===== src/rtl/core/hsvw_pkg.sv =====
// Package for the HSV to RGBW converter: field widths, fixed-point constants,
// hue sector codes and the RGB numerator bundle shared by the core modules.
// No dependencies.
package hsvw_pkg;

  // Default level width of the result channels.
  localparam int LEVEL_BITS_DEF = 16;

  // Input field widths.
  localparam int HUE_W = 9;
  localparam int PCT_W = 7;

  // Hue remainder within a sector (0..59) and sector code widths.
  localparam int REM_W    = 6;
  localparam int SECTOR_W = 3;

  // Width of the per-channel terms 6000 - k * sat (at most 6000).
  localparam int TERM_W = 13;

  // Width of a channel numerator over the common denominator 600000.
  localparam int NUM_W = 20;

  localparam logic [PCT_W-1:0]  PCT_FULL    = PCT_W'(100);
  localparam logic [REM_W-1:0]  SECTOR_SPAN = REM_W'(60);
  localparam logic [TERM_W-1:0] TERM_FULL   = TERM_W'(6000);
  localparam logic [NUM_W-1:0]  FRAC_DEN    = NUM_W'(600000);
  localparam logic [NUM_W-1:0]  FRAC_HALF   = NUM_W'(300000);

  // Depth of the queue between the classifying front and the scaling back.
  localparam int QUEUE_DEPTH = 4;

  // Hue sectors, 60 degrees each, named by the colors they run between.
  localparam logic [SECTOR_W-1:0] SEC_RED_YEL = 3'd0;
  localparam logic [SECTOR_W-1:0] SEC_YEL_GRN = 3'd1;
  localparam logic [SECTOR_W-1:0] SEC_GRN_CYN = 3'd2;
  localparam logic [SECTOR_W-1:0] SEC_CYN_BLU = 3'd3;
  localparam logic [SECTOR_W-1:0] SEC_BLU_MAG = 3'd4;
  localparam logic [SECTOR_W-1:0] SEC_MAG_RED = 3'd5;

  typedef logic [NUM_W-1:0] num_t;

  // Exact RGB numerators of one color, each over 600000.
  typedef struct packed {
    num_t r;
    num_t g;
    num_t b;
  } rgb_num_t;

endpackage


===== src/rtl/core/hsvw_front.sv =====
// Front end of the HSV to RGBW converter: accepts transactions, finds the hue
// sector and builds the exact R, G, B numerators in three stages. Uses hsvw_pkg.
module hsvw_front import hsvw_pkg::*; (
  input  logic             clk,
  input  logic             rst_n,
  input  logic             in_valid,
  output logic             in_ready,
  input  logic [HUE_W-1:0] hue_deg,
  input  logic [PCT_W-1:0] sat_pct,
  input  logic [PCT_W-1:0] bright_pct,
  output logic             push_valid,
  input  logic             push_ready,
  output rgb_num_t         push_data
);

  logic front_en;

  // Stage 1: sector, remainder, clamped percentages.
  logic                s1_valid_r;
  logic [SECTOR_W-1:0] s1_sector_r, s1_sector_nxt;
  logic [REM_W-1:0]    s1_rem_r, s1_rem_nxt;
  logic [PCT_W-1:0]    s1_sat_r, s1_sat_nxt;
  logic [PCT_W-1:0]    s1_bri_r, s1_bri_nxt;

  // Stage 2: the saturation terms.
  logic                s2_valid_r;
  logic [SECTOR_W-1:0] s2_sector_r;
  logic [PCT_W-1:0]    s2_bri_r;
  logic [TERM_W-1:0]   s2_ps_r, s2_ps_nxt;
  logic [TERM_W-1:0]   s2_qs_r, s2_qs_nxt;
  logic [TERM_W-1:0]   s2_ts_r, s2_ts_nxt;

  // Stage 3: v, p, q, t numerators.
  logic                s3_valid_r;
  logic [SECTOR_W-1:0] s3_sector_r;
  num_t                s3_v_r, s3_p_r, s3_q_r, s3_t_r;

  assign front_en   = !s3_valid_r || push_ready;
  assign in_ready   = front_en;
  assign push_valid = s3_valid_r;

  // Hue 360..511 wraps to 0..151, so the sector bounds repeat above 360.
  always_comb begin
    logic [HUE_W-1:0] base;
    base = '0;
    if (hue_deg < 9'd60) begin
      s1_sector_nxt = SEC_RED_YEL;
      base = 9'd0;
    end else if (hue_deg < 9'd120) begin
      s1_sector_nxt = SEC_YEL_GRN;
      base = 9'd60;
    end else if (hue_deg < 9'd180) begin
      s1_sector_nxt = SEC_GRN_CYN;
      base = 9'd120;
    end else if (hue_deg < 9'd240) begin
      s1_sector_nxt = SEC_CYN_BLU;
      base = 9'd180;
    end else if (hue_deg < 9'd300) begin
      s1_sector_nxt = SEC_BLU_MAG;
      base = 9'd240;
    end else if (hue_deg < 9'd360) begin
      s1_sector_nxt = SEC_MAG_RED;
      base = 9'd300;
    end else if (hue_deg < 9'd420) begin
      s1_sector_nxt = SEC_RED_YEL;
      base = 9'd360;
    end else if (hue_deg < 9'd480) begin
      s1_sector_nxt = SEC_YEL_GRN;
      base = 9'd420;
    end else begin
      s1_sector_nxt = SEC_GRN_CYN;
      base = 9'd480;
    end
    s1_rem_nxt = REM_W'(hue_deg - base);
  end

  assign s1_sat_nxt = (sat_pct > PCT_FULL) ? PCT_FULL : sat_pct;
  assign s1_bri_nxt = (bright_pct > PCT_FULL) ? PCT_FULL : bright_pct;

  assign s2_ps_nxt = TERM_W'(PCT_FULL - s1_sat_r) * TERM_W'(SECTOR_SPAN);
  assign s2_qs_nxt = TERM_FULL - TERM_W'(s1_rem_r) * TERM_W'(s1_sat_r);
  assign s2_ts_nxt = TERM_FULL - TERM_W'(SECTOR_SPAN - s1_rem_r) * TERM_W'(s1_sat_r);

  always_ff @(posedge clk) begin
    if (!rst_n) begin
      s1_valid_r <= 1'b0;
      s2_valid_r <= 1'b0;
      s3_valid_r <= 1'b0;
    end else if (front_en) begin
      s1_valid_r <= in_valid;
      s2_valid_r <= s1_valid_r;
      s3_valid_r <= s2_valid_r;
    end
  end

  always_ff @(posedge clk) begin
    if (front_en) begin
      s1_sector_r <= s1_sector_nxt;
      s1_rem_r    <= s1_rem_nxt;
      s1_sat_r    <= s1_sat_nxt;
      s1_bri_r    <= s1_bri_nxt;
      s2_sector_r <= s1_sector_r;
      s2_bri_r    <= s1_bri_r;
      s2_ps_r     <= s2_ps_nxt;
      s2_qs_r     <= s2_qs_nxt;
      s2_ts_r     <= s2_ts_nxt;
      s3_sector_r <= s2_sector_r;
      s3_v_r      <= NUM_W'(s2_bri_r) * NUM_W'(TERM_FULL);
      s3_p_r      <= NUM_W'(s2_bri_r) * NUM_W'(s2_ps_r);
      s3_q_r      <= NUM_W'(s2_bri_r) * NUM_W'(s2_qs_r);
      s3_t_r      <= NUM_W'(s2_bri_r) * NUM_W'(s2_ts_r);
    end
  end

  always_comb begin
    case (s3_sector_r)
      SEC_RED_YEL: push_data = '{r: s3_v_r, g: s3_t_r, b: s3_p_r};
      SEC_YEL_GRN: push_data = '{r: s3_q_r, g: s3_v_r, b: s3_p_r};
      SEC_GRN_CYN: push_data = '{r: s3_p_r, g: s3_v_r, b: s3_t_r};
      SEC_CYN_BLU: push_data = '{r: s3_p_r, g: s3_q_r, b: s3_v_r};
      SEC_BLU_MAG: push_data = '{r: s3_t_r, g: s3_p_r, b: s3_v_r};
      default:     push_data = '{r: s3_v_r, g: s3_p_r, b: s3_q_r};
    endcase
  end

endmodule


===== config.mk =====
export PLATFORM = sky130hd
export DESIGN_NAME = hsvw_front
export DESIGN_NICKNAME = d
export VERILOG_FILES = /design/src/rtl/core/hsvw_pkg.sv /design/src/rtl/core/hsvw_front.sv
export SDC_FILE = /design/constraint.sdc
export NUM_CORES = 1
export LEC_CHECK = 0
export ABC_AREA = 1
export BUFFER_PORTS_ARGS = -buffer_cell sky130_fd_sc_hd__buf_2
export CAP_MARGIN = 15
export CORE_ASPECT_RATIO = 1.75
export CORE_UTILIZATION = 41
export DETAILED_ROUTE_END_ITERATION = 7
export SYNTH_ARGS = -nofsm -noshare
export SYNTH_HDL_FRONTEND = slang
export SYNTH_SLANG_ARGS = --single-unit
export TNS_END_PERCENT = 5

===== constraint.sdc =====
create_clock -name clk -period 5.75 [get_ports clk]
set_input_delay 0.2875 -clock clk [delete_from_list [all_inputs] [get_ports clk]]
set_output_delay 0.2875 -clock clk [all_outputs]
set_load 0.05 [all_outputs]

### Yosys cells after proc, flatten, opt, wreduce, memory -nomap -nowiden

Cells that the tools add are included.
W data, S select, Z words.

| cells by class | value |
|---|---|
| add/sub/neg operators | 5 |
| $mul | 7 |
| magnitude comparators | 10 |
| equal/unequal tests | 4 |
| mux-type cells | 16 |
| reductions and logical operators | 5 |

Operators by type and width:

| cell | count |
|---|---|
| $pmux W60 S5 | 1 |
| $mux W6 | 7 |
| $mul A7 B13 Y20 | 2 |
| $lt A9 B9 Y1 const B | 4 |
| $sub A13 B13 Y13 const A | 2 |
| $lt A9 B8 Y1 const B | 2 |
| $mul A7 B11 Y18 | 1 |
| $mul A7 B9 Y16 const B | 1 |
| $gt A7 B7 Y1 const B | 2 |
| $mul A13 B4 Y11 const B | 1 |
| $mul A6 B7 Y13 | 1 |
| $mul A7 B8 Y13 | 1 |
| $lt A9 B6 Y1 const B | 1 |
| $lt A9 B7 Y1 const B | 1 |
| $mux W3 | 3 |
| $mux W2 | 4 |
| $sub A7 B7 Y8 const A | 1 |
| $sub A6 B6 Y7 const A | 1 |
| $eq A3 B2 Y1 const B | 2 |
| $sub A6 B6 Y6 | 1 |
| $reduce_or A4 Y1 | 1 |
| $eq A3 B1 Y1 const B | 1 |
| $eq A3 B3 Y1 const B | 1 |
| $logic_not A3 Y1 | 1 |
| 4 further kinds | 4 |

| storage, ports and cells | value |
|---|---|
| register bits after elaboration | 152 |
| input bits | 27 |
| output and inout bits | 62 |
| word-level logic and storage cells | 66 |

### Depth between registers and ports, before layout

| logic depth | value |
|---|---|
| depth after elaboration | 10 |
| gate-level depth with buffers | 24 |
| mapped depth without buffers | 23 |

### Worst setup path before layout

Ideal clock, no wire load.

| timing path | value |
|---|---|
| kind | flip-flop to flip-flop |
| start | reg s2_bri_r[5] |
| end | reg s3_q_r[13] (data pin) |
| library setup time | 0.252 ns |
| arrival time | 4.315 ns |
| required time | 5.498 ns |
| setup slack | 1.182 ns |
| cell stages (with the launch flop) | 20 |
| path buffers | 2 |
| clock period less this slack | 4.568 ns |
| cell sequence | edfxtp_1 clkbuf_1 clkbuf_1 nand2_1 fa_1 fa_1 inv_1 fa_1 inv_1 fa_1 inv_1 ha_1 a21oi_1 nor2_1 nor2_1 nand2_1 nand2_1 nand2_1 nand2_1 nand2_1 |

| between the ends | value |
|---|---|
| longest elaborated chain between the ends | 1 |

RTL lines:

| element | RTL line | RTL |
|---|---|---|
| from (decl) | hsvw_front.sv:28 | `logic [PCT_W-1:0] s2_bri_r;` |
| from (signal assigned) | hsvw_front.sv:103 | `s2_bri_r <= s1_bri_r;` |
| $mul A7 B13 Y20 | hsvw_front.sv:110 | `s3_q_r <= NUM_W'(s2_bri_r) * NUM_W'(s2_qs_r);` |
| to (signal assigned) | hsvw_front.sv:110 |  |
| to (decl) | hsvw_front.sv:36 | `num_t s3_v_r, s3_p_r, s3_q_r, s3_t_r;` |

Every way passes these cells.
A chain may end at the register's enable or synchronous reset.

### Worst setup path after layout

| timing path | value |
|---|---|
| start | reg s2_bri_r[1] |
| end | reg s3_q_r[19] (data pin) |

The elaborated chain is that of the path after synthesis.

==> impl_results.md <==
- Run status: finished clean
- Vert. Die Dim: 298 um
- Yosys top cell area share: 0.227
- Reg-to-reg slack, setup: 780 ps
- Crit. End Element: flop
- Req. time, crit path: between 5000 and 6000 ps
- Slew @ Worst Pin: ~930 ps
- Post-synthesis xor/xnor area fraction: 0.0320
- CP max FO: 17
- Synth area leaders: fa_1 23%, edfxtp_1 21%, ha_1 14%
- Worst R2R Path Depth: 17
- Vias: 16400
- Vias in the first global route: 17300
- Final setup viols: 0
- RSZ-0062 raised after global routing: false
- P&R area growth vs syn: 8.43%
- Mapped Avg Cell Area: 7.98 um^2
- Setup TNS: 0 ps
- Ys flop type: edfxtp_1
- Root Buffer: clkbuf_16
- # diodes: 0
- Layout cells sized above 1: 0.0622
- CTS tree: built
- Asr flop ratio synth: 0
- Fmax: 0.201 GHz
- Simple-gate share of the synthesized area: 0.176
- Worst slew margin: 0.378
- Post-synthesis mux area share: 0
- Number of flops mapped to enable cells by yosys: 145
- Hold Slack: 30.5 ps
- Via density per instance: slightly below 5
- Post-Synth Adder-Cell Area: 0.363
- Yosys reg bits: 148
- Crit path kind: flop to flop
- Row count: 108
- First-pass GRT wire length: 89.0 mm
- Slew Limit Fails: 0
- # nets final: around 3100
- Detail Route Antenna Nets: 0
- Remaining routing DRC violations: 0
- Register area share after synthesis: 0.215
- First DRT Iteration DRCs: around 900
- WL final: 55.0 mm
- Yosys top cell by area: fa_1
- Yosys cell types: 44
- Io pins: 89
- Critical Path End: s3_q_r[19]
- Post-DP HPWL: 46.0 mm
- Global route total overflow: 0
- Mapped Nets: 3057
- Clk buf depth: 2
- Final Skew: 12.4 ps
- CP Launch Type: flop
- Reg2reg start: s2_bri_r[1]
- Final worst-path cycle share: 0.865
- Number of buffers added on ports: between 80 and 90
- Hold Vio Cnt, Final: 0
- Starting density of the core: 0.414
- Drt pass-1 iters: 5
- Synth Area in Compound Gates: 0.0798
- Die ar.: just over 50000 um^2
- Largest net degree at the start of global routing: 93
- Max-Cap Viols: 0
- Clk_lat worst skew: 450 ps
- CP startpoint: s2_bri_r[1]
- Initial antenna violation count: 0
- Clock-pin slew on the worst setup and hold paths: 70 ps
- Period minus WS final: 4970 ps
- Routability cong.: 0.962
- Cell Area, Synth: 20500 um^2
- TritonCTS Buffers: 17
- Tot GR Track Use: 0.227
- Synth Instances: approximately 2600
- Hold WC Path Type: input pin to flop
- Clock Sinks: between 100 and 150
- Commonest non-fill, non-tap cell in the layout: inv_1
- Die span in x: ~170 um
- Largest family of logic cells by synthesized area: adder cells
- Worst r2r dst: s3_q_r[19]
- Yosys warning count: 0
- Critical path data arrival time: 5170 ps
- Most frequent cells in the layout: 653 x inv_1, 644 x nand2_1, 233 x fa_1, 224 x ha_1, 145 x edfxtp_1
- WL/cell: 16.6 um
- CTS HTree Levels: 4
- Core Region: 49600 um^2
metal layers:
layer	share of wire	GRT usage	wire length, um	vias to the layer above
li1	-	-	-	8050
met1	0.37	0.233	20600	7847
met2	0.54	0.439	29900	394
met3	0.027	0.0199	1480	101
met4	0.056	0.129	3090	0
met5	0	0	0	-
layout make-up:
class	instances	area [um^2]
Sequential cell	148	4410
Clock buffer	17	425
Multi-Input combinational cell	1703	13400
Clock inverter	15	144
Inverter	659	2480
Timing Repair Buffer	110	611
Tap cell	660	826
Fill cell	5027	27300
state kept, by name (all words and copies together) (netlist names):
register     count
s1_sat_r         7
s2_qs_r         13
s3_t_r          19
s2_valid_r       1
s1_valid_r       1
s1_sector_r      3
push_valid       1
s2_ps_r         11
s2_sector_r      3
s2_ts_r         12
s3_sector_r      3
s2_bri_r         7
s3_p_r          18
s1_bri_r         7
s3_v_r          16
s3_q_r          20
s1_rem_r         6
critical path, cell delays in order, from the launching register on:
cell,delay (ps)
edfxtp_1,890
buf_4,360
nand2_1,70
inv_1,70
fa_1,420
fa_1,470
fa_1,550
inv_1,60
fa_1,540
inv_1,40
ha_1,360
nand2_1,150
nor2_1,230
nand3_1,130
nand3_1,150
nand2_1,80
nand3b_1,90
nand2_1,60
cell families (layout without fill, tap and decap cells):
family          after synthesis  count (layout)
buf+inv                     722             801
fa+ha+maj                   457             457
xor+xnor                     75              75
simple gates                895             895
compound gates              276             276
flops                       148             148
what timing repair did:
action	in CTS	in global routing
gates resized for setup	0	0
hold endpoints to repair	2	0
hold buffers	2	0
buffers inserted	0	0
through the flow:
step | util | setup slack, ps | cells | instance area [um^2]
global route | 0.449 | 510 | 3312 | 22300
global placement | 0.437 | 890 | 3278 | 21700
finish | 0.449 | 778 | 3312 | 22300
floorplan | - | 1180 | 2573 | 20500
detailed placement | 0.437 | 773 | 3278 | 21700
CTS | 0.449 | 756 | 3312 | 22300
cells in the mapped netlist, drive strengths merged (13+ instances only):
library cell,n
o21ai,63
nor2,122
a21oi,114
clkbuf,46
nand3,84
xnor2,19
xor2,56
a22oi,24
ha,224
inv,659
edfxtp,145
nor3,13
buf,17
fa,233
nand2,651
worst min path at each step:
stage	startpoint	to	slack, ps	cells after the start
after detailed placement	s1_bri_r[0]	s2_bri_r[0]	410	0
after CTS	sat_pct[5]	s1_sat_r[5]	7	1
after global routing	sat_pct[6]	s1_sat_r[6]	20	1
after global placement	s1_bri_r[0]	s2_bri_r[0]	400	0
final	sat_pct[5]	s1_sat_r[5]	30	1
after floorplan	hue_deg[0]	s1_rem_r[0]	390	0
Power is left out: the tool's default activity adds up to more than one toggle a clock period on the data nets, which glitch-free logic cannot reach.
