<file path="src/rtl/core/hsvw_pkg.sv">
// Package for the HSV to RGBW converter: field widths, fixed-point constants,
// hue sector codes and the RGB numerator bundle shared by the core modules.
// No dependencies.
package hsvw_pkg;

  // Default level width of the result channels.
  localparam int LEVEL_BITS_DEF = 16;

  // Input field widths.
  localparam int HUE_W = 9;
  localparam int PCT_W = 7;

  // Hue remainder within a sector (0..59) and sector code widths.
  localparam int REM_W    = 6;
  localparam int SECTOR_W = 3;

  // Width of the per-channel terms 6000 - k * sat (at most 6000).
  localparam int TERM_W = 13;

  // Width of a channel numerator over the common denominator 600000.
  localparam int NUM_W = 20;

  localparam logic [PCT_W-1:0]  PCT_FULL    = PCT_W'(100);
  localparam logic [REM_W-1:0]  SECTOR_SPAN = REM_W'(60);
  localparam logic [TERM_W-1:0] TERM_FULL   = TERM_W'(6000);
  localparam logic [NUM_W-1:0]  FRAC_DEN    = NUM_W'(600000);
  localparam logic [NUM_W-1:0]  FRAC_HALF   = NUM_W'(300000);

  // Depth of the queue between the classifying front and the scaling back.
  localparam int QUEUE_DEPTH = 4;

  // Hue sectors, 60 degrees each, named by the colors they run between.
  localparam logic [SECTOR_W-1:0] SEC_RED_YEL = 3'd0;
  localparam logic [SECTOR_W-1:0] SEC_YEL_GRN = 3'd1;
  localparam logic [SECTOR_W-1:0] SEC_GRN_CYN = 3'd2;
  localparam logic [SECTOR_W-1:0] SEC_CYN_BLU = 3'd3;
  localparam logic [SECTOR_W-1:0] SEC_BLU_MAG = 3'd4;
  localparam logic [SECTOR_W-1:0] SEC_MAG_RED = 3'd5;

  typedef logic [NUM_W-1:0] num_t;

  // Exact RGB numerators of one color, each over 600000.
  typedef struct packed {
    num_t r;
    num_t g;
    num_t b;
  } rgb_num_t;

endpackage

</file>
<file path="src/rtl/core/hsvw_scale.sv">
// Scales one numerator over 600000 to a rounded level of LEVEL_BITS bits by
// multiplying with a fixed-point reciprocal, in two pipeline stages. Uses hsvw_pkg.
module hsvw_scale import hsvw_pkg::*; #(
  parameter int LEVEL_BITS = LEVEL_BITS_DEF
) (
  input  logic                  clk,
  input  logic                  en,
  input  num_t                  num,
  output logic [LEVEL_BITS-1:0] level
);

  // The level floor(num * (2^L - 1) / 600000 + 1/2) is taken as
  // floor((num * RECIP + 2^(SHIFT-1)) / 2^SHIFT), with RECIP rounded up. The
  // excess stays below 1/600000 while 2^SHIFT exceeds 600000 * 600000, so the
  // result equals exact rounding for every numerator up to 600000.
  localparam int SHIFT = 39;
  localparam int K_W   = LEVEL_BITS + 20;
  localparam int KLO_W = 22;
  localparam int KHI_W = K_W - KLO_W;
  localparam int LO_W  = NUM_W + KLO_W;
  localparam int HI_W  = NUM_W + KHI_W;
  localparam int SUM_W = LEVEL_BITS + 41;

  localparam longint unsigned FULL_SCALE = (64'd1 << LEVEL_BITS) - 64'd1;
  localparam longint unsigned RECIP_FULL =
    (FULL_SCALE * (64'd1 << SHIFT) + 64'(FRAC_DEN) - 64'd1) / 64'(FRAC_DEN);
  localparam logic [K_W-1:0]   RECIP      = K_W'(RECIP_FULL);
  localparam logic [KLO_W-1:0] RECIP_LO   = RECIP[KLO_W-1:0];
  localparam logic [KHI_W-1:0] RECIP_HI   = RECIP[K_W-1:KLO_W];
  localparam logic [SUM_W-1:0] ROUND_HALF = SUM_W'(64'd1 << (SHIFT - 1));

  logic [LO_W-1:0]       lo_prod_r;
  logic [HI_W-1:0]       hi_prod_r;
  logic [SUM_W-1:0]      sum;
  logic [LEVEL_BITS-1:0] level_r;

  // The reciprocal is split in two parts so that each product stays narrow.
  assign sum = (SUM_W'(hi_prod_r) << KLO_W) + SUM_W'(lo_prod_r) + ROUND_HALF;

  always_ff @(posedge clk) begin
    if (en) begin
      lo_prod_r <= LO_W'(num) * LO_W'(RECIP_LO);
      hi_prod_r <= HI_W'(num) * HI_W'(RECIP_HI);
      level_r   <= sum[SHIFT +: LEVEL_BITS];
    end
  end

  assign level = level_r;

endmodule

</file>
<file path="src/rtl/core/hsvw_back.sv">
// Back end of the HSV to RGBW converter: white extraction and scaling of the
// four channels to levels, ending in the result register. Uses hsvw_pkg and
// hsvw_scale.
module hsvw_back import hsvw_pkg::*; #(
  parameter int LEVEL_BITS = LEVEL_BITS_DEF
) (
  input  logic                  clk,
  input  logic                  rst_n,
  input  logic                  white_enable,
  input  logic                  pop_valid,
  output logic                  pop_ready,
  input  rgb_num_t              pop_data,
  output logic                  out_valid,
  input  logic                  out_ready,
  output logic [LEVEL_BITS-1:0] red_level,
  output logic [LEVEL_BITS-1:0] green_level,
  output logic [LEVEL_BITS-1:0] blue_level,
  output logic [LEVEL_BITS-1:0] white_level
);

  // Minimum stage, subtract stage, then the scaler's two stages.
  localparam int VLAT = 4;

  logic            back_en;
  logic [VLAT-1:0] vld_r, vld_nxt;
  num_t            min_rg, min_rgb, w_nxt;
  rgb_num_t        b1_rgb_r, b2_rgb_r;
  num_t            b1_w_r, b2_w_r;

  assign back_en   = !vld_r[VLAT-1] || out_ready;
  assign pop_ready = back_en;
  assign out_valid = vld_r[VLAT-1];
  assign vld_nxt   = {vld_r[VLAT-2:0], pop_valid};

  assign min_rg  = (pop_data.r < pop_data.g) ? pop_data.r : pop_data.g;
  assign min_rgb = (min_rg < pop_data.b) ? min_rg : pop_data.b;
  assign w_nxt   = white_enable ? min_rgb : '0;

  always_ff @(posedge clk) begin
    if (!rst_n) begin
      vld_r <= '0;
    end else if (back_en) begin
      vld_r <= vld_nxt;
    end
  end

  always_ff @(posedge clk) begin
    if (back_en) begin
      b1_rgb_r   <= pop_data;
      b1_w_r     <= w_nxt;
      b2_rgb_r.r <= b1_rgb_r.r - b1_w_r;
      b2_rgb_r.g <= b1_rgb_r.g - b1_w_r;
      b2_rgb_r.b <= b1_rgb_r.b - b1_w_r;
      b2_w_r     <= b1_w_r;
    end
  end

  hsvw_scale #(.LEVEL_BITS(LEVEL_BITS)) u_scale_red (
    .clk   (clk),
    .en    (back_en),
    .num   (b2_rgb_r.r),
    .level (red_level)
  );

  hsvw_scale #(.LEVEL_BITS(LEVEL_BITS)) u_scale_green (
    .clk   (clk),
    .en    (back_en),
    .num   (b2_rgb_r.g),
    .level (green_level)
  );

  hsvw_scale #(.LEVEL_BITS(LEVEL_BITS)) u_scale_blue (
    .clk   (clk),
    .en    (back_en),
    .num   (b2_rgb_r.b),
    .level (blue_level)
  );

  hsvw_scale #(.LEVEL_BITS(LEVEL_BITS)) u_scale_white (
    .clk   (clk),
    .en    (back_en),
    .num   (b2_w_r),
    .level (white_level)
  );

endmodule

</file>
<file path="config.mk">
export PLATFORM = sky130hd
export DESIGN_NAME = hsvw_back
export DESIGN_NICKNAME = d
export VERILOG_FILES = /design/src/rtl/core/hsvw_pkg.sv /design/src/rtl/core/hsvw_scale.sv /design/src/rtl/core/hsvw_back.sv
export SDC_FILE = /design/constraint.sdc
export NUM_CORES = 2
export LEC_CHECK = 0
export BUFFER_PORTS_ARGS = -buffer_cell sky130_fd_sc_hd__buf_2
export CORE_MARGIN = 2
export CORE_UTILIZATION = 65
export DETAILED_ROUTE_END_ITERATION = 16
export PLACE_DENSITY = 0.82
export SLEW_MARGIN = 20
export SYNTH_ARGS = -nofsm -noshare
export SYNTH_HDL_FRONTEND = slang
export SYNTH_HIERARCHICAL = 1
export SYNTH_SLANG_ARGS = --single-unit
</file>
<file path="constraint.sdc">
create_clock -name clk -period 15 [get_ports clk]
set_input_delay 0.75 -clock clk [delete_from_list [all_inputs] [get_ports clk]]
set_output_delay 0.75 -clock clk [all_outputs]
set_load 0.03 [all_outputs]
</file>
Word-level counts from Yosys, hierarchy flattened
Cells that the tools add are included.

word-level totals
  register bits = 508
  output and inout port bits = 66
  word-level logic and storage cells = 46

operators by class
  add/subtract/negate cells = 11
  multiply operators = 8
  $lt $le $gt $ge = 2
  multiplexer cells = 2
  reductions and logical operators = 2

operators by type and width
  kind                                                 number
  adder 55 x 39 -> 55 bit, second input constant       4
  adder 55 x 41 -> 55 bit                              4
  multiplier 20 x 19 -> 39 bit, second input constant  4
  multiplier 20 x 12 -> 31 bit, second input constant  4
  subtractor 20 bit                                    3
  < comparator 20 bit                                  2
  2-to-1 mux 20 bit                                    2
  logical NOT 1 bit                                    1
  logical OR 1 bit                                     1

Logic depth before layout (Yosys ltp)
  depth in word-level cells = 4
  mapped depth = 22
  gate-level depth less buffers = 21

By module
Netlist, hierarchy kept.

modules (own cells, without submodules)
  module                       times used  cells each  area an instance (sq um)  sequential area each (sq um)
  hsvw_scale at u_scale_red    1           1444        14971.9                   1921.8
  hsvw_scale at u_scale_blue   1           1420        14769.2                   1921.8
  hsvw_scale at u_scale_white  1           1414        14752.9                   1921.8
  hsvw_scale at u_scale_green  1           1367        14512.7                   1921.8
  hsvw_back                    1           769         9213.8                    4884.7

Worst setup path before layout
OpenSTA, ideal clock, no wires.

  path type = in2reg
  from = in out_ready
  to = reg vld_r[3]
  arrival time = 13.425 ns
  path slack = 0.924 ns
  stages on the path = 3
  path buffers = 1
  path through = nand2b_1 clkbuf_1 a21boi_0

on the way
  word-level cells in the longest chain between the ends = 1

ends and longest elaborated chain
  item                    line             RTL
  start: declaration      hsvw_back.sv:14  input logic out_ready,
  logical OR 1 bit        hsvw_back.sv:30  assign back_en = !vld_r[VLAT-1] || out_ready;
  via pop_ready           hsvw_back.sv:11  output logic pop_ready,
  end signal: assignment  hsvw_back.sv:43  vld_r <= vld_nxt;
  end: declaration        hsvw_back.sv:25  logic [VLAT-1:0] vld_r, vld_nxt;

The timed path passes the listed nets, and every way through them passes these cells.
A chain may end at the register's enable or synchronous reset.

Worst setup path after layout
  from = reg b2_rgb_r[18] (netlist name)
  to = reg u_scale_blue.lo_prod_r[40], data pin

on the way
  word-level cells in the longest chain between the ends = 1

ends and longest elaborated chain
  item                          line              RTL
  start: declaration            hsvw_back.sv:27   rgb_num_t b1_rgb_r, b2_rgb_r;
  multiplier 20 x 19 -> 39 bit  hsvw_scale.sv:42  lo_prod_r <= LO_W'(num) * LO_W'(RECIP_LO);
  end signal: assignment        hsvw_scale.sv:42
  end: declaration              hsvw_scale.sv:32  logic [LO_W-1:0] lo_prod_r;

No other way between the ends.

==> flow_summary_export.csv <==
group,metric,value,unit
worst_setup_path,path_class,"flop to flop",
synthesis,synth_top_cell_area_share,0.327,
timing,drv_slew,0,
timing,final.setup_skew,0.0321,ns
worst_setup_path,crit_chain,"inv_1 -> ha_1 -> inv_1 -> fa_1 -> ha_1 -> inv_1 -> fa_1 -> inv_1 -> fa_1 -> inv_1 -> fa_1 -> inv_1 -> ha_1 -> and4_1 -> nand4_1 -> a211oi_1 -> o211ai_2 -> a211oi_1 -> o311a_1 -> nor2_1 -> xnor2_1",
worst_setup_path,regToRegEndpoint,"u_scale_blue/lo_prod_r[40]",
floorplanning,fp.dieArea,108000,um2
clock_tree,cts_setup_buffers,0,
synthesis,synth_cells,6414,
route,drt_iter0_drc,3923,
flow_run,drv_cap,0,
worst_setup_path,rr_worst_depth,21,
clock_tree,clock_sinks,420,
worst_setup_path,critPathLaunch,"b2_rgb_r[18]",
global_routing,grt_start_max_net_pins,88,
cells_and_area,nets,8863,
worst_setup_path,critPathMaxFanout,7,
route,vias_per_cell,5.80,
timing,tns,0,ns
cells_and_area,layout_commonest_cell,"inv_1",
worst_setup_path,critPathCapture,"u_scale_blue/lo_prod_r[40]",
route,drt_first_pass_iters,6,
route,wl_per_cell,22.1,um
route,drc,0,
worst_setup_path,slowest_delay,0.60,ns
floorplanning,initial_core_util,0.657,
timing,hold_viol,0,
clock_tree,htree_levels,2,
timing,rsz0062_at_grt,"false",
clock_tree,hold_buffers,0,
clock_tree,cts_tree,"built",
timing,max_freq,149,MHz
placement,dpl_cell_area,70500,um2
synthesis,synthFlopType,"edfxtp_1",
clock_tree,cts_root_buf,"clkbuf_16",
clock_tree,clock_latency,0.68,ns
clock_tree,cts_resized,0,
synthesis,synth-edff-count,416,
worst_setup_path,critPathCaptureType,"flop",
global_routing,grt_overflow,0,
worst_setup_path,worstReg2RegStart,"b2_rgb_r[18]",
clock_tree,clk_pin_slew,0.06,ns
timing,worst_slew_pin_slew,1.03,ns
worst_setup_path,cpMaxStageDelayCell,"edfxtp_1",
cells_and_area,fillers,7682,
synthesis,synth_nets,8709,
clock_tree,clockBufferDepth,3,
cells_and_area,drive_gt1_frac,0.0415,
worst_hold_path,min_path_type,"primary input to flop",
route,totalWireLength,177000,um
cells_and_area,finish.instance_area,72200,um2
clock_tree,cts_buffers,50,
floorplanning,die_w,328,um
placement,portBuffers,130,
synthesis,ys_async_sr_fraction,0,
route,vias,46400,
cells_and_area,postLayoutCoreUtil,0.696,
worst_setup_path,worstPathRequired,15.41,ns
timing,setup_viol,0,
placement,hpwl,152000,um
cells_and_area,synthToLayoutAreaGrowth,5.85,%
floorplanning,rows,118,
global_routing,grt_usage,0.340,
synthesis,synthesis.area,68200,um2
placement,gp_congestion,1.05,
outcome,outcome,"finished clean",
global_routing,grt_pass1_wl,277000,um
worst_setup_path,worstPathArrival,7.12,ns
synthesis,synth_top_area_cell,"fa_1",
synthesis,synth_area_leaders,"fa_1 (33%), ha_1 (20%), edfxtp_1 (18%)",
synthesis,ys_seq_area_frac,0.184,
floorplanning,core_area,104000,um2
synthesis,avgSynthCellArea,10.6,um2
synthesis,synth-warning-count,6,
worst_setup_path,startpoint_type,"flop",
timing,slew_headroom,0.307,
worst_setup_path,ff2ff_setup_slack,8.29,ns
global_routing,grt_pass1_vias,49000,
cells_and_area,layout_common_cells,"inv_1 (1810), fa_1 (1115), ha_1 (1115)",
synthesis,ys_ff_latch,420,
timing,finalCriticalPeriod,6.71,ns
timing,fin_crit_sh,0.447,
global_routing,antenna_found_initial,30,
floorplanning,boundaryPins,131,
synthesis,yosysUniqueCellTypes,102,
route,antenna_left,0,
worst_setup_path,path_common_cell,"inv_1",
floorplanning,die_height,328,um
==> critical path: cells and delay by family (launching register included) <==
family | cells | cell delay [ns]
adders and majority gates | 7 | 3.17
AOI/OAI and AO/OA | 4 | 1.40
buffers and inverters | 6 | 0.66
DFF | 1 | 0.60
and+or+nand+nor | 3 | 0.50
xor gates and xnor gates | 1 | 0.12
==> metal layers <==
metal,global-route usage,part of all wire,up-vias
met4,0.118,0.038,24
met5,0,0.00078,-
met1,0.475,0.42,23200
met2,0.536,0.46,1831
li1,-,-,21000
met3,0.0662,0.088,396
==> synth_stat cells, types with 49 or more instances <==
library cell / n
inv_1: 1810
fa_1: 1115
ha_1: 1115
edfxtp_1: 416
a21oi_1: 231
xnor2_1: 208
nand2_1: 200
nor2_1: 180
a21o_1: 139
o21ai_0: 123
xor2_1: 101
nand3_1: 66
o21a_1: 54
nor3_1: 49
==> kinds of logic (layout without fill, tap and decap cells) <==
kind of cell / Yosys count / in the layout / synth area share
buffers and inverters: 1846 / 2040 / 0.102
and+or+nand+nor: 725 / 725 / 0.0523
AOI/OAI and AO/OA: 840 / 840 / 0.0834
adders and majority gates: 2230 / 2230 / 0.532
muxes: 44 / 44 / 0.00682
other: 0 / 19 / 0
DFF: 420 / 420 / 0.184
xor gates and xnor gates: 309 / 309 / 0.0397
==> state kept, by name (all words and copies together) (netlist names), 17 cells and up <==
signal                   cells
u_scale_green/lo_prod_r     17
u_scale_green/hi_prod_r     31
u_scale_white/hi_prod_r     31
u_scale_blue/lo_prod_r      17
u_scale_blue/hi_prod_r      31
u_scale_red/hi_prod_r       31
b1_rgb_r                    60
b1_w_r                      20
u_scale_red/lo_prod_r       17
b2_w_r                      20
b2_rgb_r                    60
u_scale_white/lo_prod_r     17
==> stage by stage <==
step	setup slack [ns]	cells	hold slack, ns
6_report	8.29	8007	0.281
4_1_cts	8.29	7988	0.255
3_3_place_gp	8.31	7896	0.443
2_1_floorplan	0.924	6414	0.426
3_5_place_dp	8.28	7896	0.445
5_1_grt	7.88	7996	0.277
==> area by class of cell <==
type                       count  area, um2  area share
sequential                   420      12600       0.174
clock buffer                  55       1270      0.0176
tap                         1380       1730      0.0239
multi-input combinational   4148      48700       0.675
clock inverter                37        370     0.00513
timing repair buffer         138        714     0.00989
inverter                    1810       6790      0.0941
antenna                       19       47.5    0.000658
==> worst min-delay path by stage <==
| stage | from | to | slack [ns] | depth (start not counted) |
|---|---|---|---|---|
| after floorplan | b1_w_r[10] | b2_w_r[10] | 0.43 | 0 |
| after global placement | b1_w_r[17] | b2_w_r[17] | 0.44 | 0 |
| after detailed placement | b1_w_r[17] | b2_w_r[17] | 0.44 | 0 |
| after CTS | pop_data[9] | b1_rgb_r[9] | 0.26 | 1 |
| after global routing | pop_data[22] | b1_rgb_r[22] | 0.28 | 1 |
| final | pop_data[9] | b1_rgb_r[9] | 0.28 | 1 |
Power is not shown: default switching activity piles up to over one toggle a cycle in this logic, so the estimate is an artifact.
