## src/rtl/core/hsvw_pkg.sv

```systemverilog
// Package for the HSV to RGBW converter: field widths, fixed-point constants,
// hue sector codes and the RGB numerator bundle shared by the core modules.
// No dependencies.
package hsvw_pkg;

  // Default level width of the result channels.
  localparam int LEVEL_BITS_DEF = 16;

  // Input field widths.
  localparam int HUE_W = 9;
  localparam int PCT_W = 7;

  // Hue remainder within a sector (0..59) and sector code widths.
  localparam int REM_W    = 6;
  localparam int SECTOR_W = 3;

  // Width of the per-channel terms 6000 - k * sat (at most 6000).
  localparam int TERM_W = 13;

  // Width of a channel numerator over the common denominator 600000.
  localparam int NUM_W = 20;

  localparam logic [PCT_W-1:0]  PCT_FULL    = PCT_W'(100);
  localparam logic [REM_W-1:0]  SECTOR_SPAN = REM_W'(60);
  localparam logic [TERM_W-1:0] TERM_FULL   = TERM_W'(6000);
  localparam logic [NUM_W-1:0]  FRAC_DEN    = NUM_W'(600000);
  localparam logic [NUM_W-1:0]  FRAC_HALF   = NUM_W'(300000);

  // Depth of the queue between the classifying front and the scaling back.
  localparam int QUEUE_DEPTH = 4;

  // Hue sectors, 60 degrees each, named by the colors they run between.
  localparam logic [SECTOR_W-1:0] SEC_RED_YEL = 3'd0;
  localparam logic [SECTOR_W-1:0] SEC_YEL_GRN = 3'd1;
  localparam logic [SECTOR_W-1:0] SEC_GRN_CYN = 3'd2;
  localparam logic [SECTOR_W-1:0] SEC_CYN_BLU = 3'd3;
  localparam logic [SECTOR_W-1:0] SEC_BLU_MAG = 3'd4;
  localparam logic [SECTOR_W-1:0] SEC_MAG_RED = 3'd5;

  typedef logic [NUM_W-1:0] num_t;

  // Exact RGB numerators of one color, each over 600000.
  typedef struct packed {
    num_t r;
    num_t g;
    num_t b;
  } rgb_num_t;

endpackage

```

## src/rtl/core/hsvw_queue.sv

```systemverilog
// Short queue of RGB numerators between the front and back of the HSV to
// RGBW converter. Uses hsvw_pkg.
module hsvw_queue import hsvw_pkg::*; (
  input  logic     clk,
  input  logic     rst_n,
  input  logic     push_valid,
  output logic     push_ready,
  input  rgb_num_t push_data,
  output logic     pop_valid,
  input  logic     pop_ready,
  output rgb_num_t pop_data
);

  localparam int PTR_W = (QUEUE_DEPTH > 1) ? $clog2(QUEUE_DEPTH) : 1;
  localparam int CNT_W = $clog2(QUEUE_DEPTH + 1);

  rgb_num_t         slot_r [QUEUE_DEPTH];
  logic [PTR_W-1:0] wr_ptr_r, wr_ptr_nxt;
  logic [PTR_W-1:0] rd_ptr_r, rd_ptr_nxt;
  logic [CNT_W-1:0] cnt_r, cnt_nxt;
  logic             do_push, do_pop;

  assign push_ready = (cnt_r != CNT_W'(QUEUE_DEPTH));
  assign pop_valid  = (cnt_r != '0);
  assign pop_data   = slot_r[rd_ptr_r];
  assign do_push    = push_valid && push_ready;
  assign do_pop     = pop_valid && pop_ready;

  assign wr_ptr_nxt = (wr_ptr_r == PTR_W'(QUEUE_DEPTH - 1)) ? '0 : wr_ptr_r + 1'b1;
  assign rd_ptr_nxt = (rd_ptr_r == PTR_W'(QUEUE_DEPTH - 1)) ? '0 : rd_ptr_r + 1'b1;

  always_comb begin
    cnt_nxt = cnt_r;
    if (do_push && !do_pop) begin
      cnt_nxt = cnt_r + 1'b1;
    end else if (do_pop && !do_push) begin
      cnt_nxt = cnt_r - 1'b1;
    end
  end

  always_ff @(posedge clk) begin
    if (!rst_n) begin
      wr_ptr_r <= '0;
      rd_ptr_r <= '0;
      cnt_r    <= '0;
    end else begin
      cnt_r <= cnt_nxt;
      if (do_push) begin
        wr_ptr_r <= wr_ptr_nxt;
      end
      if (do_pop) begin
        rd_ptr_r <= rd_ptr_nxt;
      end
    end
  end

  always_ff @(posedge clk) begin
    if (do_push) begin
      slot_r[wr_ptr_r] <= push_data;
    end
  end

endmodule

```

## config.mk

```make
export PLATFORM = sky130hd
export DESIGN_NAME = hsvw_queue
export DESIGN_NICKNAME = d
export VERILOG_FILES = /design/src/rtl/core/hsvw_pkg.sv /design/src/rtl/core/hsvw_queue.sv
export SDC_FILE = /design/constraint.sdc
export NUM_CORES = 1
export LEC_CHECK = 0
export ABC_AREA = 1
export BUFFER_PORTS_ARGS = -buffer_cell sky130_fd_sc_hd__buf_2
export CAP_MARGIN = 20
export CORE_MARGIN = 3
export CORE_UTILIZATION = 40
export CTS_CLUSTER_DIAMETER = 80
export DETAILED_ROUTE_END_ITERATION = 7
export HOLD_SLACK_MARGIN = 0.1
export PLACE_DENSITY = 0.68
export SYNTH_ARGS = -nofsm -noshare
export SYNTH_HDL_FRONTEND = slang
export SYNTH_SLANG_ARGS = --single-unit
```

## constraint.sdc

```tcl
create_clock -name clk -period 7.3 [get_ports clk]
set_input_delay 1.46 -clock clk [delete_from_list [all_inputs] [get_ports clk]]
set_output_delay 1.46 -clock clk [all_outputs]
set_load 0.02 [all_outputs]
```

After elaboration in Yosys (flattened, before gate mapping)
Memory sizes are Yosys's and may differ from the RTL's. A register that Yosys moved wholly into a read port is not among the register bits.
Cells that the tools add are included.
- register bits after elaboration: 7
- memory bits (writable): 240
- logic and storage cells: 27
- memories: 1
- memory list (memory ; depth ; bits a word ; read ports ; clocked after Yosys merged registers in ; write ports ; line ; text):
    slot_r ; 4 ; 60 ; 1 ; 1 ; 1 ; hsvw_queue.sv:17 ; rgb_num_t slot_r [QUEUE_DEPTH];
- add/subtract/negate cells: 4
- equal/unequal tests: 3
- mux-type cells: 8
- reductions and logical operators: 8
- operator list (cell ; count):
    2-bit two-way mux ; 4
    3-bit two-way mux ; 2
    2-bit by 1-bit adder with 2-bit output, second input constant ; 2
    2-bit == test, second input constant ; 2
    1-bit logical AND ; 4
    3-bit by 1-bit adder with 3-bit output, second input constant ; 1
    3-bit != test, second input constant ; 1
    3-bit nonzero test ; 1
    3-bit by 1-bit subtractor with 3-bit output, second input constant ; 1
    1-bit logical NOT ; 2
    1-bit two-way mux ; 2
    2-bit nonzero test ; 1

Logic depth before layout (Yosys ltp)
Gate-level depths: netlist of run 1.
- word-level depth: 6
- gate-level depth with buffers: 13

Worst setup path after synthesis of run 1
Ideal clock, no wire load.
- path type: input port to flip-flop
- start point: in push_valid
- end point: mem slot_r[0][0] (netlist bit), enable pin
- arrival time: 4.125 ns
- setup slack: 2.697 ns
- stages on the path: 2
- path through: nand2_1 -> nor2_1
- word-level cells in the longest chain between the ends: 3
- ends and longest elaborated chain (what ; line ; text):
    from (decl) ; hsvw_queue.sv:6 ; input logic push_valid,
    1-bit logical AND ; hsvw_queue.sv:26 ; assign do_push = push_valid && push_ready;
    1-bit two-way mux ; hsvw_queue.sv:58 ; if (do_push) begin
    1-bit two-way mux (implied by the code) ; hsvw_queue.sv:59 ; slot_r[wr_ptr_r] <= push_data;
    to (decl) ; hsvw_queue.sv:17 ;
Every way passes these cells.

==> results_dict.tcl, run 1 <==
set metrics [dict create \
    grt_max_degree 82 \
    firstDrtPassIters 5 \
    wl_per_cell_um 17.7 \
    grt_usage 0.150 \
    p_sw_frac 0.336 \
    cts_made_buffers 26 \
    gr-total-overflow 0 \
    synth_compound_area_frac 0.117 \
    worstSetupPathType "reg2out" \
    io_buffers 125 \
    leakagePower_nw 3.93 \
    die_area_um2 25800 \
    antenna_found_initial 2 \
    cts_tree "done" \
    power_frac_seq 0.426 \
    cp-end-kind "output port" \
    drv_cap 0 \
    fin_setup_tns_ns 0 \
    rows 55 \
    power_frac_comb 0.290 \
    ioPinCount 126 \
    core-area_um2 23100 \
    vias 5603 \
    nNetsFinal 845 \
    hpwlAfterDp_um 11300 \
    clock_skew_ns 0.0133 \
    syn_area_per_cell_um2 14.7 \
    yosys.area_share.simple 0.0669 \
    path_clk_slew_ns 0.06 \
    internal_power_mw 2.82 \
    crit_arrival_ns 2.89 \
    routed_wl_um 19600 \
    die_y_um 161 \
    post_cts_buffers 0 \
    syn_inst 650 \
    dp_cells 1059 \
    critPathMaxStageDelay_ns 0.77 \
    cts.sinks 249 \
    rsz0062_at_grt "no" \
    viasPerCell 5.06 \
    yosysSeqAreaShare 0.773 \
    hold_viol 0 \
    ys_ff_latch 249 \
    h-tree-depth 1 \
    startpoint_type "flip-flop" \
    gp_congestion 0.681 \
    ant_nets 0 \
    holdBufCountCts 0 \
    drv_slew 0 \
    layout_min_cycle_time_ns 4.35 \
    peakVddDrop_mv 0.196 \
    instances_no_fill 1107 \
    synth_top_family_by_area "compound AO/OA/AOI/OAI gates" \
    fin_crit_sh 0.596 \
    synth_top_area_cell "edfxtp_1" \
    grt_pass1_wl_um 30900 \
    final_layout_size_suffix_gt1_frac 0.270 \
    ys_warn_count 0 \
    dr.first_iter.drc_count 390 \
    clockRootBuffer "clkbuf_16" \
    hold_slack_ns 0.515 \
    p_switching_mw 1.42 \
    synthTopCellsByArea "edfxtp_1 75%, nor2_1 4.6%, o21ai_0 4.3%" \
    worstPathRequired_ns 5.84 \
    synthAdderAreaFrac 0.00995 \
    synth_area_um2 9560 \
    cp_cell_sequence "inv_4 > buf_4 > nor2_1 > o22ai_1 > buf_2" \
    tightest_slew_ns 1.00 \
    syn_nets 721 \
    hold_class "reg2reg" \
    outcome "finished clean" \
    start_util 0.415 \
    cp_slowest_cell "buf_4" \
    cts_resized 0 \
    die_x_um 161 \
    p_total_mw 4.24 \
    setup_viol 0 \
    relSlewSlack 0.330 \
    clockBufferDepth 3 \
    grt_pass1_vias 5575 \
    synthDistinctLibCells 21 \
    p_per_area_nw_per_um2 378 \
    synthMuxAreaShare 0 \
    clock_power_share 0.284 \
    drc_errors 0 \
    clk_latency_ns 0.51 \
    syn2layout_area_growth_pct 17.4 \
    synth-xor-area-share 0 \
    yosys.area.top_type_share 0.754 \
    max_freq_mhz 230 \
    worstPathMaxFanout 81 \
    nFillCells 2010 \
]
==> worst max-delay path, delay by kind of cell (launching register included) <==
kind | cells | cell delay (ns)
flops | 1 | 0.48
compound gates | 1 | 0.29
simple gates | 1 | 0.10
buf+inv | 3 | 1.40
==> power by group through the flow <==
stage                     combinational, mW  sequential (mW)  clock (mW)
after floorplan                       0.882             1.82           0
after global placement                 1.24             1.83           0
after detailed placement               1.25             1.84           0
after CTS                              1.26             1.81        1.23
after global routing                   1.36             1.82        1.30
final                                  1.23             1.81        1.20
==> sequential cells by signal (all words and copies together) (netlist names), named ones only <==
| name | cells |
|---|---|
| rd_ptr_r | 2 |
| cnt_r | 3 |
| slot_r | 240 |
| wr_ptr_r | 2 |
==> cells in the final DEF, fill, tap and decap left out <==
master	count
nand3b_1	1
fa_1	1
o21ai_1	40
clkbuf_16	27
inv_4	1
nand2_1	15
ha_1	6
clkinv_1	10
a21oi_1	2
clkinv_2	4
dfxtp_2	1
nand3_1	1
diode_2	1
o22ai_2	20
buf_2	125
nor2_2	20
dfxtp_4	1
clkbuf_1	5
buf_4	8
o22ai_1	40
buf_12	1
inv_2	1
o21ai_0	82
nor2_4	4
dfxtp_1	7
bufinv_16	1
nor2_1	113
nand4_1	1
inv_1	15
edfxtp_1	240
==> per-layer routing <==
layer	global-route usage	share of wire
met5	0	0.00066
met2	0.249	0.48
met4	0.0442	0.023
met1	0.202	0.45
met3	0.0302	0.051
==> synth_stat cells, drive strengths merged <==
library cell,instances
a21oi,2
clkbuf,19
fa,1
nand3b,1
nand2,15
nand4,1
dfxtp,9
nor2,137
o22ai,60
nand3,1
edfxtp,240
buf,19
inv,17
o21ai,122
ha,6
==> area by class of cell <==
| class | count | area [um2] | share of cell area |
|---|---|---|---|
| Sequential cell | 249 | 7390 | 0.658 |
| Multi-Input combinational cell | 346 | 1890 | 0.168 |
| Timing Repair Buffer | 134 | 706 | 0.0629 |
| Clock buffer | 32 | 694 | 0.0619 |
| Tap cell | 313 | 392 | 0.0349 |
| Clock inverter | 15 | 87.6 | 0.00780 |
| Inverter | 17 | 66.3 | 0.00591 |
| Antenna cell | 1 | 2.50 | 0.000223 |
==> logic make-up after synthesis <==
kind of cell / Yosys count
buffers and inverters: 55
and+or+nand+nor: 155
adders and majority gates: 7
DFF: 249
AOI/OAI and AO/OA: 184
==> stage by stage <==
step	area, um2	utilization	setup WS (ns)
6_report	11200	0.487	2.95
5_1_grt	11200	0.487	2.76
4_1_cts	11200	0.487	2.91
3_5_place_dp	10400	0.453	3.48
3_3_place_gp	10400	0.452	3.49
2_1_floorplan	9560	-	2.70
==> path summary, 6_finish.rpt <==
check / start / end / slack, ns / cells after the start
setup / recovery: flip-flop / pop_data[1] / 2.95 / 5
hold / removal: cnt_r[0] / cnt_r[0] / 0.51 / 2
setup reg to reg: cnt_r[1] / slot_r[2][27] / 4.61 / 5
hold reg to reg: cnt_r[0] / cnt_r[0] / 0.51 / 2
Note: power is estimated with default switching activity, not from simulation.
==> run 2, diff against run 1 <==
Settings changed: ABC_AREA 1 to 0, PLACE_DENSITY 0.68 to 0.7.
Clock period 7.3 ns to 3.6 ns, I/O delays scaled along.
==> run 2 against run 1 <==
Critical path depth down 2. Sequential share of layout area increased by 2.3 points. Worst hold slack lost 0.091 ns. Sequential cell count stayed put. Via count shrank 26%. Register-to-register slack worse by 3.4 ns. Largest cell class unchanged. First-iteration DRC count down 54%. Synthesized area is 4.5% lower. Clock-buffer cell count down 3. Synthesized cell count fell by 44%. Non-clock buffer count down 6. Clock skew down 0.0068 ns.
==> results_dict.tcl, run 2 <==
set metrics [dict create \
    startpoint_type "flip-flop" \
    gp_congestion 0.688 \
    hold_slack_ns 0.424 \
    fin_crit_sh 0.845 \
    syn_nets 436 \
    leakagePower_nw 3.62 \
    dp_slack_ns 1.01 \
    async_flop_share 0 \
    holdBufCountCts 0 \
    firstDrtPassIters 4 \
    io_buffers 125 \
    drv_cap 0 \
    final_util 0.491 \
    clk_latency_ns 0.50 \
    regMostFlops "slot_r" \
    hpwlAfterDp_um 9490 \
    syn2layout_area_growth_pct 18.9 \
    crit_family "flip-flops" \
    fin_setup_tns_ns 0 \
    cts.sinks 249 \
    cp-end-kind "output port" \
    rows 54 \
    grt_pass1_vias 4592 \
    cts_made_buffers 25 \
    ys_warn_count 0 \
    worstPathRequired_ns 2.88 \
    layout_commonest_cell "edfxtp_1" \
    critPathMaxStageDelay_ns 0.69 \
    ff_latch_area_um2 7390 \
    clockBufferDepth 3 \
    nNetsFinal 575 \
    syn_area_per_cell_um2 25.0 \
    yosysMostFrequentCell "edfxtp_1" \
    grt_max_degree 61 \
    tightest_slew_ns 0.973 \
    peakVddDrop_mv 0.475 \
    cp_slowest_cell "dfxtp_4" \
    cts_tree "done" \
    drc_errors 0 \
    core-area_um2 22100 \
    cts_resized 0 \
    ys_ff_latch 249 \
    drv_slew 0 \
    routed_wl_um 16400 \
    die_x_um 157 \
    grt_pass1_wl_um 25700 \
    die_y_um 157 \
    post_cts_buffers 0 \
    viasPerCell 5.17 \
    synth_edf_count 240 \
    nFillCells 1769 \
    hold_viol 0 \
    hold_class "in2reg" \
    final_layout_size_suffix_gt1_frac 0.444 \
    synthTopCellsByCount "240 x edfxtp_1, 60 x mux4_2, 9 x dfxtp_1" \
    layout_common_cells "240 x edfxtp_1, 125 x buf_2, 60 x mux4_2, 25 x clkbuf_16, 7 x dfxtp_1" \
    worstPathMaxFanout 25 \
    path_clk_slew_ns 0.06 \
    fin_ws_ns 0.557 \
    layout_min_cycle_time_ns 3.04 \
    final_area_um2 10800 \
    cp_num_buf_inv 2 \
    largest_reg_flops 240 \
    yosys.area.top_type_share 0.790 \
    dr.first_iter.drc_count 181 \
    ys.flop_type "edfxtp_1" \
    h-tree-depth 1 \
    die_area_um2 24700 \
    grt_usage 0.133 \
    yosysSeqAreaShare 0.809 \
    synth_area_um2 9130 \
    multi_input_area_um2 1650 \
    gr-total-overflow 0 \
    outcome "finished clean" \
    vias 4148 \
    relSlewSlack 0.352 \
    antenna_found_initial 3 \
    synthTopCellsByArea "edfxtp_1 79%, mux4_2 15%, dfxtp_1 2.0%" \
    worstSetupPathType "reg2out" \
    crit_arrival_ns 2.32 \
    ant_nets 0 \
    wl_per_cell_um 20.4 \
    start_util 0.413 \
    dpl_cell_area_um2 10100 \
    max_freq_mhz 329 \
    top_regs "slot_r (240), cnt_r (3)" \
    clock_skew_ns 0.00651 \
    antenna_cells 0 \
    p_per_area_nw_per_um2 725 \
    cp_cell_sequence "buf_4 > mux4_2 > buf_2" \
    ioPinCount 126 \
    rsz0062_at_grt "no" \
    clockRootBuffer "clkbuf_16" \
    syn_inst 365 \
    synthDistinctLibCells 27 \
    setup_viol 0 \
    synth_top_area_cell "edfxtp_1" \
]
-- run 2: cell types whose count changed after synthesis, sizes merged, moves of 2 or more --
cell,delta
a21oi,-2
and2,+2
and3,+4
buf,-11
clkbuf,-11
inv,-14
mux2i,+2
mux4,+60
nand2,-10
nor2,-135
o21ai,-118
o22ai,-60
or3,+2
-- run 2: final timing paths --
check | start | endpoint | slack (ns) | cells past startpoint
worst max register to register | cnt_r[0] | cnt_r[2] | 1.18 | 7
worst min register to register | wr_ptr_r[1] | wr_ptr_r[1] | 0.51 | 2
worst min-delay path | push_data[8] | slot_r[0][8] | 0.42 | 1
worst max-delay path | flip-flop | pop_data[40] | 0.56 | 3
-- run 2: cell type report --
cell class              count  share of cell area
multi-input cells          97               0.152
inverters                   3             0.00104
repair buffers            128              0.0621
clock buffers              29              0.0591
well taps                 280              0.0323
clock inverters            16              0.0119
flip-flops and latches    249               0.681
-- run 2: through the flow --
stage / power [mW] / std cells
2_1_floorplan: 4.95 / 365
3_3_place_gp: 5.47 / 757
4_1_cts: 7.98 / 802
5_1_grt: 8.24 / 802
6_report: 7.86 / 802
3_5_place_dp: 5.54 / 757
-- run 2: power breakdown --
group	internal (mW)	total, mW	switching [mW]
clock network	1.41	2.43	1.02
registers	3.52	3.69	0.163
logic	0.753	1.75	0.993
-- run 2: cell families (layout without fill, tap and decap cells) --
group	after synthesis	count (layout)	share of synthesized area
buf+inv	19	176	0.0112
xor+xnor	2	2	0.00192
simple gates	20	20	0.0129
mux	62	62	0.150
compound gates	6	6	0.00384
fa+ha+maj	7	7	0.0104
flops	249	249	0.809
-- run 2: layer usage --
metal  vias up  global-route usage  routed length [um]
met4         6              0.0322                 250
met3        28              0.0368                1110
met1      2159               0.171                6710
li1       1835                   -                   -
met5         -                   0                  41
met2       120               0.229                8270
